[src/design/assert_macros.svh]
// Assertion macros used by the bank controller RTL.
// Needs nothing else; include after the package import.
`ifndef ASSERT_MACROS_SVH
`define ASSERT_MACROS_SVH

// Same-cycle implication, checked outside reset.
`define CBC_ASSERT_NOW(label, clk, rst, ante, cons, msg) \
   label: assert property (@(posedge clk) disable iff (rst) (ante) |-> (cons)) \
      else $error(msg);

// Next-cycle implication, checked outside reset.
`define CBC_ASSERT_NEXT(label, clk, rst, ante, cons, msg) \
   label: assert property (@(posedge clk) disable iff (rst) (ante) |=> (cons)) \
      else $error(msg);

`endif

[src/design/cbc_pkg.sv]
// Types and constants of the cartridge bank controller.
// No dependencies; every other design file except assert_macros.svh imports this package.
`default_nettype none

package cbc_pkg;

   localparam int ADDR_W = 16;
   localparam int DATA_W = 8;
   localparam int ROM_W  = 8;
   localparam int RAM_W  = 4;

   // RAM bank selects above this value pick the RTC window on MBC3
   localparam logic [DATA_W-1:0] MBC3_RAM_MAX = 8'h04;
   localparam logic [ROM_W-1:0]  ROM_RESET    = 8'h01;

   typedef enum logic [1:0] {
      KIND_NONE = 2'd0,
      KIND_MBC1 = 2'd1,
      KIND_MBC3 = 2'd2,
      KIND_MBC5 = 2'd3
   } kind_type;

   // 8 KiB windows of the lower 32 KiB, picked by address bits 14:13
   typedef enum logic [1:0] {
      REG_ENABLE  = 2'd0,
      REG_ROM_SEL = 2'd1,
      REG_RAM_SEL = 2'd2,
      REG_MODE    = 2'd3
   } region_type;

   typedef struct packed {
      logic [ADDR_W-1:0] write_address;
      logic [DATA_W-1:0] write_data;
   } req_beat_type;

   typedef struct packed {
      logic [ROM_W-1:0] rom_bank;
      logic [RAM_W-1:0] ram_bank;
      logic             rtc_selected;
      logic             rom_bank_changed;
      logic             ram_bank_changed;
      logic             save_old_ram;
      logic [RAM_W-1:0] old_ram_bank;
   } rsp_beat_type;

   typedef struct packed {
      logic             banking_mode;
      logic [1:0]       upper_rom_bits;
      logic [ROM_W-1:0] current_rom;
      logic [RAM_W-1:0] current_ram;
      logic             rtc_flag;
   } bank_state_type;

endpackage

`default_nettype wire

[src/design/cbc_req_if.sv]
// Request channel: one CPU write beat with valid/ready handshake.
// Depends on cbc_pkg for field widths.
`default_nettype none

interface cbc_req_if import cbc_pkg::*; ();
   logic              valid;
   logic              ready;
   logic [ADDR_W-1:0] write_address;
   logic [DATA_W-1:0] write_data;

   modport source (output valid, output write_address, output write_data, input ready);
   modport sink   (input valid, input write_address, input write_data, output ready);
endinterface

`default_nettype wire

[src/design/cbc_rsp_if.sv]
// Response channel: bank status beat with valid/ready handshake.
// Depends on cbc_pkg for field widths.
`default_nettype none

interface cbc_rsp_if import cbc_pkg::*; ();
   logic             valid;
   logic             ready;
   logic [ROM_W-1:0] rom_bank;
   logic [RAM_W-1:0] ram_bank;
   logic             rtc_selected;
   logic             rom_bank_changed;
   logic             ram_bank_changed;
   logic             save_old_ram;
   logic [RAM_W-1:0] old_ram_bank;

   modport source (output valid, output rom_bank, output ram_bank, output rtc_selected,
                   output rom_bank_changed, output ram_bank_changed, output save_old_ram,
                   output old_ram_bank, input ready);
   modport sink   (input valid, input rom_bank, input ram_bank, input rtc_selected,
                   input rom_bank_changed, input ram_bank_changed, input save_old_ram,
                   input old_ram_bank, output ready);
endinterface

`default_nettype wire

[src/design/cartridge_bank_controller.sv]
// Cartridge bank controller: each CPU write beat on req_chan updates the
// bank state of the selected controller kind (csr_wr_data: none, MBC1,
// MBC3, MBC5) and yields one status beat on rsp_chan with the mapped ROM
// and RAM banks, the RTC select flag, change flags and the write-back
// request for the old RAM bank. Throughput is one write per cycle unless
// rsp_chan stalls; each write passes the input, then the result register.
// Change the controller kind only while no write is in flight.
// Depends on cbc_pkg, cbc_req_if, cbc_rsp_if, the stage modules and
// assert_macros.svh.
`default_nettype none

module cartridge_bank_controller import cbc_pkg::*; (
   input  wire logic       clock,
   input  wire logic       reset,
   cbc_req_if.sink         req_chan,
   cbc_rsp_if.source       rsp_chan,
   input  wire logic       csr_wr_en,
   input  wire logic [1:0] csr_wr_data
);

`include "assert_macros.svh"

   kind_type       kind_ff;
   kind_type       kind_in;
   logic           s1_valid;
   req_beat_type   s1_beat;
   logic           can_load;
   logic           advance;
   rsp_beat_type   result;
   bank_state_type state;

   // controller kind register
   always_comb begin
      kind_in = kind_ff;
      if (csr_wr_en) begin
         kind_in = kind_type'(csr_wr_data);
      end
   end

   always_ff @(posedge clock) begin
      if (reset) begin
         kind_ff <= KIND_NONE;
      end else begin
         kind_ff <= kind_in;
      end
   end

   // move the held write into the result register when there is room
   assign advance = s1_valid && can_load;

   cbc_in_stage u_in_stage (
      .clock    (clock),
      .reset    (reset),
      .req_chan (req_chan),
      .advance  (advance),
      .s1_valid (s1_valid),
      .s1_beat  (s1_beat)
   );

   cbc_bank_logic u_bank_logic (
      .clock  (clock),
      .reset  (reset),
      .kind   (kind_ff),
      .fire   (advance),
      .beat   (s1_beat),
      .result (result),
      .state  (state)
   );

   cbc_out_stage u_out_stage (
      .clock    (clock),
      .reset    (reset),
      .load     (advance),
      .beat     (result),
      .can_load (can_load),
      .rsp_chan (rsp_chan)
   );

   // checks
   `CBC_ASSERT_NOW(a_reset_state, clock, reset, $past(reset),
      (state.current_rom == ROM_RESET) && (state.current_ram == '0) && !state.rtc_flag,
      "bank state not at reset value after reset")
   `CBC_ASSERT_NOW(a_save_needs_switch, clock, reset, rsp_chan.valid && rsp_chan.save_old_ram,
      rsp_chan.ram_bank_changed && !rsp_chan.rtc_selected &&
      (rsp_chan.ram_bank != rsp_chan.old_ram_bank),
      "write-back requested without a RAM bank switch")
   `CBC_ASSERT_NEXT(a_state_holds, clock, reset, !advance, $stable(state),
      "bank state moved without a processed write")
   `CBC_ASSERT_NEXT(a_rom_change_real, clock, reset, advance,
      !rsp_chan.rom_bank_changed || (rsp_chan.rom_bank != $past(state.current_rom)),
      "ROM change flagged for the same bank")

endmodule

`default_nettype wire

[src/design/cbc_in_stage.sv]
// Input register of the bank controller: captures one request beat.
// Depends on cbc_pkg and cbc_req_if.
`default_nettype none

module cbc_in_stage import cbc_pkg::*; (
   input  wire logic   clock,
   input  wire logic   reset,
   cbc_req_if.sink     req_chan,
   input  wire logic   advance,
   output logic        s1_valid,
   output req_beat_type s1_beat
);

   logic         valid_ff;
   logic         valid_in;
   req_beat_type beat_ff;
   logic         accept;

   // take a beat when empty or when the held beat moves on this cycle
   assign req_chan.ready = !valid_ff || advance;
   assign accept         = req_chan.valid && req_chan.ready;

   always_comb begin
      valid_in = valid_ff;
      if (accept) begin
         valid_in = 1'b1;
      end else if (advance) begin
         valid_in = 1'b0;
      end
   end

   always_ff @(posedge clock) begin
      if (reset) begin
         valid_ff <= 1'b0;
      end else begin
         valid_ff <= valid_in;
      end
   end

   // hold payload; no reset needed
   always_ff @(posedge clock) begin
      if (accept) begin
         beat_ff.write_address <= req_chan.write_address;
         beat_ff.write_data    <= req_chan.write_data;
      end
   end

   assign s1_valid = valid_ff;
   assign s1_beat  = beat_ff;

endmodule

`default_nettype wire

[src/design/cbc_bank_logic.sv]
// Bank select logic and bank state registers of the controller.
// Depends on cbc_pkg.
`default_nettype none

module cbc_bank_logic import cbc_pkg::*; (
   input  wire logic           clock,
   input  wire logic           reset,
   input  wire kind_type       kind,
   input  wire logic           fire,
   input  wire req_beat_type   beat,
   output rsp_beat_type        result,
   output bank_state_type      state
);

   bank_state_type    st_ff;
   bank_state_type    st_in;
   region_type        region;
   logic [DATA_W-1:0] data;
   logic              rom_req;
   logic [ROM_W-1:0]  rom_sel;
   logic              ram_req;
   logic [RAM_W-1:0]  ram_sel;
   logic              rom_chg;
   logic              ram_chg;
   logic              save;

   assign region = region_type'(beat.write_address[14:13]);
   assign data   = beat.write_data;

   // decode the write per controller kind, then apply bank selects
   always_comb begin
      st_in   = st_ff;
      rom_req = 1'b0;
      rom_sel = '0;
      ram_req = 1'b0;
      ram_sel = '0;
      rom_chg = 1'b0;
      ram_chg = 1'b0;
      save    = 1'b0;

      if (!beat.write_address[ADDR_W-1]) begin
         case (kind)
            KIND_MBC1: begin
               case (region)
                  REG_MODE: begin
                     st_in.banking_mode = data[0];
                  end
                  REG_RAM_SEL: begin
                     if (st_ff.banking_mode) begin
                        ram_req = 1'b1;
                        ram_sel = data[RAM_W-1:0];
                     end else begin
                        st_in.upper_rom_bits = data[1:0];
                     end
                  end
                  REG_ROM_SEL: begin
                     rom_req = 1'b1;
                     rom_sel = {1'b0,
                                (st_ff.banking_mode ? 2'b00 : st_ff.upper_rom_bits),
                                data[4:0]};
                     // bank zero in the low five bits maps to one
                     if (data[4:0] == 5'd0) begin
                        rom_sel[0] = 1'b1;
                     end
                  end
                  default: begin
                  end
               endcase
            end
            KIND_MBC3: begin
               case (region)
                  REG_RAM_SEL: begin
                     if (data <= MBC3_RAM_MAX) begin
                        ram_req = 1'b1;
                        ram_sel = data[RAM_W-1:0];
                     end else begin
                        st_in.rtc_flag = 1'b1;
                     end
                  end
                  REG_ROM_SEL: begin
                     rom_req = 1'b1;
                     rom_sel = {1'b0, data[6:0]};
                     if (data[6:0] == 7'd0) begin
                        rom_sel = ROM_RESET;
                     end
                  end
                  default: begin
                  end
               endcase
            end
            KIND_MBC5: begin
               case (region)
                  REG_MODE, REG_RAM_SEL: begin
                     ram_req = 1'b1;
                     ram_sel = data[RAM_W-1:0];
                  end
                  REG_ROM_SEL: begin
                     rom_req = 1'b1;
                     rom_sel = data;
                  end
                  default: begin
                  end
               endcase
            end
            default: begin
            end
         endcase
      end

      // ROM switch: only a different bank counts
      if (rom_req && (rom_sel != st_ff.current_rom)) begin
         st_in.current_rom = rom_sel;
         rom_chg           = 1'b1;
      end

      // RAM switch: write back the old window unless the RTC was mapped
      if (ram_req && (ram_sel != st_ff.current_ram)) begin
         save              = !st_ff.rtc_flag;
         st_in.rtc_flag    = 1'b0;
         st_in.current_ram = ram_sel;
         ram_chg           = 1'b1;
      end
   end

   // advance bank state once per processed beat
   always_ff @(posedge clock) begin
      if (reset) begin
         st_ff.banking_mode   <= 1'b0;
         st_ff.upper_rom_bits <= 2'b00;
         st_ff.current_rom    <= ROM_RESET;
         st_ff.current_ram    <= '0;
         st_ff.rtc_flag       <= 1'b0;
      end else if (fire) begin
         st_ff <= st_in;
      end
   end

   assign result.rom_bank         = st_in.current_rom;
   assign result.ram_bank         = st_in.current_ram;
   assign result.rtc_selected     = st_in.rtc_flag;
   assign result.rom_bank_changed = rom_chg;
   assign result.ram_bank_changed = ram_chg;
   assign result.save_old_ram     = save;
   assign result.old_ram_bank     = st_ff.current_ram;

   assign state = st_ff;

endmodule

`default_nettype wire

[src/design/cbc_out_stage.sv]
// Result register of the bank controller: holds one response beat.
// Depends on cbc_pkg and cbc_rsp_if.
`default_nettype none

module cbc_out_stage import cbc_pkg::*; (
   input  wire logic         clock,
   input  wire logic         reset,
   input  wire logic         load,
   input  wire rsp_beat_type beat,
   output logic              can_load,
   cbc_rsp_if.source         rsp_chan
);

   logic         valid_ff;
   logic         valid_in;
   rsp_beat_type beat_ff;

   // free when empty or when the held beat leaves this cycle
   assign can_load = !valid_ff || rsp_chan.ready;

   always_comb begin
      valid_in = valid_ff;
      if (load) begin
         valid_in = 1'b1;
      end else if (rsp_chan.ready) begin
         valid_in = 1'b0;
      end
   end

   always_ff @(posedge clock) begin
      if (reset) begin
         valid_ff <= 1'b0;
      end else begin
         valid_ff <= valid_in;
      end
   end

   always_ff @(posedge clock) begin
      if (load) begin
         beat_ff <= beat;
      end
   end

   assign rsp_chan.valid            = valid_ff;
   assign rsp_chan.rom_bank         = beat_ff.rom_bank;
   assign rsp_chan.ram_bank         = beat_ff.ram_bank;
   assign rsp_chan.rtc_selected     = beat_ff.rtc_selected;
   assign rsp_chan.rom_bank_changed = beat_ff.rom_bank_changed;
   assign rsp_chan.ram_bank_changed = beat_ff.ram_bank_changed;
   assign rsp_chan.save_old_ram     = beat_ff.save_old_ram;
   assign rsp_chan.old_ram_bank     = beat_ff.old_ram_bank;

endmodule

`default_nettype wire
[src/flat_wrapper.sv]
// flat-port wrapper written by rule: the top's interface ports become plain ports
module cartridge_bank_controller_flat import cbc_pkg::*;
  (clock, reset, csr_wr_en, csr_wr_data, req_chan_valid, req_chan_write_address, req_chan_write_data, req_chan_ready, rsp_chan_valid, rsp_chan_rom_bank, rsp_chan_ram_bank, rsp_chan_rtc_selected, rsp_chan_rom_bank_changed, rsp_chan_ram_bank_changed, rsp_chan_save_old_ram, rsp_chan_old_ram_bank, rsp_chan_ready);
  cbc_req_if req_chan_i ();
  cbc_rsp_if rsp_chan_i ();
  input  wire logic clock;
  input  wire logic reset;
  input  wire logic csr_wr_en;
  input  wire logic [1:0] csr_wr_data;
  input wire logic [$bits(req_chan_i.valid)-1:0] req_chan_valid;
  input wire logic [$bits(req_chan_i.write_address)-1:0] req_chan_write_address;
  input wire logic [$bits(req_chan_i.write_data)-1:0] req_chan_write_data;
  output wire logic [$bits(req_chan_i.ready)-1:0] req_chan_ready;
  output wire logic [$bits(rsp_chan_i.valid)-1:0] rsp_chan_valid;
  output wire logic [$bits(rsp_chan_i.rom_bank)-1:0] rsp_chan_rom_bank;
  output wire logic [$bits(rsp_chan_i.ram_bank)-1:0] rsp_chan_ram_bank;
  output wire logic [$bits(rsp_chan_i.rtc_selected)-1:0] rsp_chan_rtc_selected;
  output wire logic [$bits(rsp_chan_i.rom_bank_changed)-1:0] rsp_chan_rom_bank_changed;
  output wire logic [$bits(rsp_chan_i.ram_bank_changed)-1:0] rsp_chan_ram_bank_changed;
  output wire logic [$bits(rsp_chan_i.save_old_ram)-1:0] rsp_chan_save_old_ram;
  output wire logic [$bits(rsp_chan_i.old_ram_bank)-1:0] rsp_chan_old_ram_bank;
  input wire logic [$bits(rsp_chan_i.ready)-1:0] rsp_chan_ready;
  assign req_chan_i.valid = req_chan_valid;
  assign req_chan_i.write_address = req_chan_write_address;
  assign req_chan_i.write_data = req_chan_write_data;
  assign req_chan_ready = req_chan_i.ready;
  assign rsp_chan_valid = rsp_chan_i.valid;
  assign rsp_chan_rom_bank = rsp_chan_i.rom_bank;
  assign rsp_chan_ram_bank = rsp_chan_i.ram_bank;
  assign rsp_chan_rtc_selected = rsp_chan_i.rtc_selected;
  assign rsp_chan_rom_bank_changed = rsp_chan_i.rom_bank_changed;
  assign rsp_chan_ram_bank_changed = rsp_chan_i.ram_bank_changed;
  assign rsp_chan_save_old_ram = rsp_chan_i.save_old_ram;
  assign rsp_chan_old_ram_bank = rsp_chan_i.old_ram_bank;
  assign rsp_chan_i.ready = rsp_chan_ready;
  cartridge_bank_controller u_core (.clock(clock), .reset(reset), .req_chan(req_chan_i), .rsp_chan(rsp_chan_i), .csr_wr_en(csr_wr_en), .csr_wr_data(csr_wr_data));
endmodule
[config.mk]
export PLATFORM = sky130hd
export DESIGN_NAME = cartridge_bank_controller_flat
export DESIGN_NICKNAME = d
export VERILOG_FILES = /design/src/design/cbc_pkg.sv /design/src/design/cbc_req_if.sv /design/src/design/cbc_rsp_if.sv /design/src/design/cartridge_bank_controller.sv /design/src/design/cbc_in_stage.sv /design/src/design/cbc_bank_logic.sv /design/src/design/cbc_out_stage.sv /design/src/flat_wrapper.sv
export VERILOG_INCLUDE_DIRS = /design/src /design/src/design
export SDC_FILE = /design/constraint.sdc
export NUM_CORES = 1
export LEC_CHECK = 0
export BUFFER_PORTS_ARGS = -buffer_cell sky130_fd_sc_hd__buf_2
export CAP_MARGIN = 15
export CORE_AREA = 5 5 96 75
export CTS_CLUSTER_DIAMETER = 200
export DETAILED_ROUTE_END_ITERATION = 16
export DIE_AREA = 0 0 101 80
export PLACE_DENSITY = 0.66
export SETUP_SLACK_MARGIN = 0.3
export SLEW_MARGIN = 30
export SYNTH_ARGS = -nofsm -noshare
export SYNTH_HDL_FRONTEND = slang
export SYNTH_SLANG_ARGS = --single-unit
[constraint.sdc]
create_clock -name clock -period 3.7 [get_ports clock]
set_input_delay 0.74 -clock clock [delete_from_list [all_inputs] [get_ports clock]]
set_output_delay 0.74 -clock clock [all_outputs]
set_load 0.05 [all_outputs]
==> impl_metrics.xml <==
<?xml version="1.0" encoding="UTF-8"?>
<metrics>
  <group name="status">
    <metric name="run_status" unit="">completed</metric>
  </group>
  <group name="floorplan">
    <metric name="die_boundary_width" unit="µm">101</metric>
    <metric name="design.core.area" unit="µm²">6160</metric>
    <metric name="floorplan.die_area" unit="µm²">8080</metric>
    <metric name="floorplan.rows" unit="">25</metric>
    <metric name="floorplan.io_pins" unit="">53</metric>
    <metric name="die_height" unit="µm">80</metric>
    <metric name="floorplan.initialDensity" unit="%">43.5</metric>
  </group>
  <group name="clocking">
    <metric name="cts_tree" unit="">done</metric>
    <metric name="cts_buffers" unit="">5</metric>
    <metric name="htreeDepth" unit="">2</metric>
    <metric name="cts_buffer_depth" unit="">2</metric>
    <metric name="clk_root_buffer_cell" unit="">clkbuf_8</metric>
    <metric name="clock-sinks" unit="">51</metric>
    <metric name="worstSkewPairLatency" unit="ns">0.31</metric>
    <metric name="post_cts_hold_buffer_count" unit="">0</metric>
    <metric name="clk_pin_slew" unit="ns">0.09</metric>
  </group>
  <group name="pwr">
    <metric name="cellPowerDensity" unit="nW/µm²">355</metric>
    <metric name="leakage_power_of_the_design" unit="nW">1.14</metric>
    <metric name="power_switching" unit="W">0.000281</metric>
    <metric name="power.share.combinational" unit="%">11.5</metric>
    <metric name="internal_power" unit="W">0.000790</metric>
    <metric name="overall_power_of_the_completed_layout" unit="W">0.00107</metric>
    <metric name="irDropWorstVdd" unit="mV">0.244</metric>
    <metric name="sequentialPowerShare" unit="%">59.3</metric>
    <metric name="power_switching_share" unit="%">26.2</metric>
    <metric name="clock_power_share" unit="%">29.2</metric>
  </group>
  <group name="logic_synthesis">
    <metric name="synth_seq_cells" unit="">51</metric>
    <metric name="netlist_area" unit="µm²">2680</metric>
    <metric name="synth.net_count" unit="">284</metric>
    <metric name="post_synth_inst_count" unit="">249</metric>
    <metric name="number_of_warning_messages_in_the_yosys_log" unit="">0</metric>
    <metric name="synth_area_leaders" unit="">edfxtp_1 (35%), dfxtp_1 (15%), nor2_1 (4.2%)</metric>
    <metric name="ys_dominant_reg_cell" unit="">edfxtp_1</metric>
    <metric name="synth_async_sr_flop_share" unit="%">0</metric>
    <metric name="synth_sequential_area_ratio" unit="%">49.6</metric>
    <metric name="synth-edff-count" unit="">31</metric>
    <metric name="synth_cell_types" unit="">60</metric>
    <metric name="synth.largest_area_cell" unit="">edfxtp_1</metric>
    <metric name="synth.top_cell.area_share" unit="%">34.7</metric>
    <metric name="synth_area_per_cell" unit="µm²">10.8</metric>
  </group>
  <group name="worst_setup_path">
    <metric name="setup.worst_path.start_class" unit="">flip-flop</metric>
    <metric name="crit_path_end" unit="">u_core.u_out_stage.rsp_chan.rom_bank[1]$_DFFE_PP_</metric>
    <metric name="endpoint_kind" unit="">flip-flop</metric>
    <metric name="crit_chain" unit="">inv_1 -&gt; ha_1 -&gt; or4b_1 -&gt; a2111oi_4 -&gt; o221ai_1 -&gt; or3_4 -&gt; o31ai_4 -&gt; mux2_2</metric>
    <metric name="launch_instance_of_the_worst_register_to_register_path" unit="">u_core.kind_ff[0]$_SDFFE_PP0P_</metric>
    <metric name="crit_cells" unit="">8</metric>
    <metric name="r2r_slack" unit="ns">0.39</metric>
    <metric name="worst_r2r_path_depth" unit="">8</metric>
    <metric name="timing.critical_path.required" unit="ns">3.77</metric>
    <metric name="critPathBufInv" unit="">1</metric>
    <metric name="critPathTopFamily" unit="">simple AND/OR/NAND/NOR gates</metric>
    <metric name="critPathArrivalTime" unit="ns">3.37</metric>
    <metric name="critical_path_peak_fanout" unit="">6</metric>
    <metric name="startpoint" unit="">u_core.kind_ff[0]$_SDFFE_PP0P_</metric>
    <metric name="cp_class" unit="">reg -&gt; reg</metric>
    <metric name="standard_cell_with_the_maximum_stage_delay_on_the_critical_path" unit="">or4b_1</metric>
    <metric name="slowest_delay" unit="ns">0.70</metric>
    <metric name="worst_r2r_endpoint" unit="">u_core.u_out_stage.rsp_chan.rom_bank[1]$_DFFE_PP_</metric>
  </group>
  <group name="routing">
    <metric name="wl" unit="mm">5.64</metric>
    <metric name="drc_violations_left" unit="">0</metric>
    <metric name="detailroute.via_count" unit="">2021</metric>
    <metric name="vias_per_cell" unit="">5.45</metric>
    <metric name="first_iter_violations" unit="">181</metric>
    <metric name="route.detailed.wl_per_inst" unit="µm">15.2</metric>
    <metric name="ant_nets" unit="">0</metric>
    <metric name="drt-pass1-iter-count" unit="">4</metric>
  </group>
  <group name="global_routing">
    <metric name="maximum_number_of_pins_on_one_net_before_global_route_repair" unit="">29</metric>
    <metric name="grt_use_total" unit="%">14.4</metric>
    <metric name="first_pass_grt_wire_length" unit="mm">9.19</metric>
    <metric name="number_of_antenna_violations_at_the_first_check_in_global_routing" unit="">0</metric>
    <metric name="globalRoute.totalOverflow" unit="">0</metric>
    <metric name="grt_pass1_vias" unit="">1891</metric>
  </group>
  <group name="sta">
    <metric name="timing.final.crit_period" unit="ns">3.31</metric>
    <metric name="maxClockFrequency" unit="GHz">0.303</metric>
    <metric name="final.period_utilization" unit="%">89.3</metric>
    <metric name="final.setup_skew" unit="ns">0.00702</metric>
    <metric name="setup_repair_after_global_routing_missed_its_margin" unit="">true</metric>
    <metric name="hold_viol" unit="">0</metric>
    <metric name="fin_setup_tns" unit="ns">0</metric>
    <metric name="tightest_slew" unit="ns">0.703</metric>
    <metric name="final-setup-viol-count" unit="">0</metric>
    <metric name="final_max_slew_viol_count" unit="">0</metric>
    <metric name="max-slew-margin-rel" unit="%">52.7</metric>
  </group>
  <group name="layout">
    <metric name="insertedDiodeCount" unit="">0</metric>
    <metric name="layout-drive-gt1-share" unit="%">25.2</metric>
    <metric name="area_delta_synth_final" unit="%">12.6</metric>
    <metric name="fin_nets" unit="">324</metric>
  </group>
  <group name="placement">
    <metric name="buffer_ports.inserted" unit="">39</metric>
    <metric name="dp.final_hpwl" unit="mm">4.13</metric>
    <metric name="gp_routability_congestion" unit="">0.821</metric>
  </group>
  <group name="job">
    <metric name="max-cap-violations" unit="">0</metric>
  </group>
  <group name="min_path">
    <metric name="hold_path_class" unit="">reg -&gt; reg</metric>
  </group>
</metrics>
[sequential cells by signal, summed over array words and instances (netlist names), 2 cells and up]
name and flops:
u_core.u_bank_logic.state 12, u_core.u_in_stage.s1_beat 11, u_core.u_out_stage.rsp_chan.rom_bank 8, u_core.u_bank_logic.result 4, u_core.u_out_stage.rsp_chan.old_ram_bank 4, u_core.u_out_stage.rsp_chan.ram_bank 4, u_core.kind_ff 2
[cells by family (layout without fill, tap and decap cells)]
logic type / count (synthesis) / after routing / synth area share, %
AND/OR/NAND/NOR: 101 / 101 / 20.4
multiplexers: 20 / 20 / 8.35
XOR/XNOR: 5 / 5 / 1.63
adder cells (fa/ha/maj): 4 / 4 / 1.87
AO/OA/AOI/OAI: 47 / 47 / 13.5
buffers and inverters: 21 / 62 / 4.57
flip-flops: 51 / 51 / 49.6
[stage by stage]
stage	utilization [%]	area (µm²)	worst slack [ns]	cells	hold WS (ns)
after floorplan	-	2680	0.637	249	0.455
after CTS	49.0	3020	0.331	371	0.515
after detailed placement	47.6	2930	0.350	363	0.491
after global routing	49.0	3020	0.297	371	0.548
final	49.0	3020	0.395	371	0.515
after global placement	47.6	2930	0.385	363	0.476
[power by group through the flow]
stage	combinational [W]	sequential, W	clock (W)
after detailed placement	0.000123	0.000648	0
after CTS	0.000123	0.000635	0.000323
final	0.000123	0.000635	0.000313
after global routing	0.000132	0.000638	0.000345
after global placement	0.000121	0.000648	0
after floorplan	0.0000575	0.000679	0
[per-layer routing]
layer  global-route usage, %  wire length (µm)  up-vias
li1                        -                 -      997
met1                    21.8              2860      943
met2                    19.6              2290       75
met3                    3.41               424        6
met4                    5.18                66        0
met5                       0                 0        -
[cell usage in the layout, fill, tap and decap left out, drive strengths merged, types with 3 or more instances in the layout]
cell / instances
ha: 4
nor2b: 7
o21ai: 11
xor2: 3
a31oi: 3
o31ai: 3
inv: 11
edfxtp: 31
dfxtp: 20
nor2: 30
nand3: 9
buf: 43
mux2: 10
nor3: 6
and3b: 3
nand2b: 8
nor4b: 3
a21oi: 9
clkbuf: 6
mux2i: 10
nand4: 4
and3: 3
nand2: 12
or3: 4
[timing repair]
action                                  4_1_cts  5_1_grt
endpoints found under the setup margin        0        6
gates resized for setup                       0        1
setup buffers                                 0        0
[cell usage after synthesis (2+ instances only)]
library cell,number
o21ai_0,11
nand4_1,4
nor2b_1,7
ha_1,4
or3_1,2
edfxtp_1,31
a41oi_1,2
and2_1,2
mux2_4,3
nand3_1,9
and3b_2,2
a21oi_1,9
nor3b_1,2
buf_6,3
mux2i_1,10
a31oi_1,3
a211oi_1,2
nand2b_1,8
xor2_1,3
o31ai_1,2
and3_1,3
clkbuf_1,3
nor4b_1,3
xnor2_1,2
dfxtp_1,20
nor3_1,6
mux2_2,7
inv_1,11
a21bo_2,2
o311ai_0,2
nand3b_1,2
nor2_1,30
nand2_1,12
[final cells by class]
cell class                 instances  area [µm²]
clock buffer                       6        72.6
timing repair buffer              43         225
tap                               81         101
inverter                          11        41.3
fill                             584        3140
multi-input combinational        177        1240
sequential                        51        1330
clock inverter                     2        12.5
[worst min-delay path, delay by kind of cell, from the launching register on]
kind | cells | cell delay, ns
and+or+nand+nor | 1 | 0.08
DFF | 1 | 0.34
AOI/OAI and AO/OA | 1 | 0.07
[worst min-delay path by stage]
stage	from	to	slack, ns	depth (start not counted)
after floorplan	u_core.u_bank_logic.state[14]$_SDFFE_PP0P_	u_core.u_bank_logic.state[14]$_SDFFE_PP0P_	0.45	2
after global placement	u_core.u_bank_logic.state[13]$_SDFFE_PP0P_	u_core.u_bank_logic.state[13]$_SDFFE_PP0P_	0.48	2
after detailed placement	u_core.u_bank_logic.state[13]$_SDFFE_PP0P_	u_core.u_bank_logic.state[13]$_SDFFE_PP0P_	0.49	2
after CTS	u_core.u_bank_logic.state[13]$_SDFFE_PP0P_	u_core.u_bank_logic.state[13]$_SDFFE_PP0P_	0.52	2
after global routing	u_core.u_bank_logic.result[3]$_SDFFE_PP0P_	u_core.u_out_stage.rsp_chan.old_ram_bank[3]$_DFFE_PP_	0.55	0
final	u_core.u_bank_logic.state[13]$_SDFFE_PP0P_	u_core.u_bank_logic.state[13]$_SDFFE_PP0P_	0.52	2
Note: power is estimated with default switching activity, not from simulation.
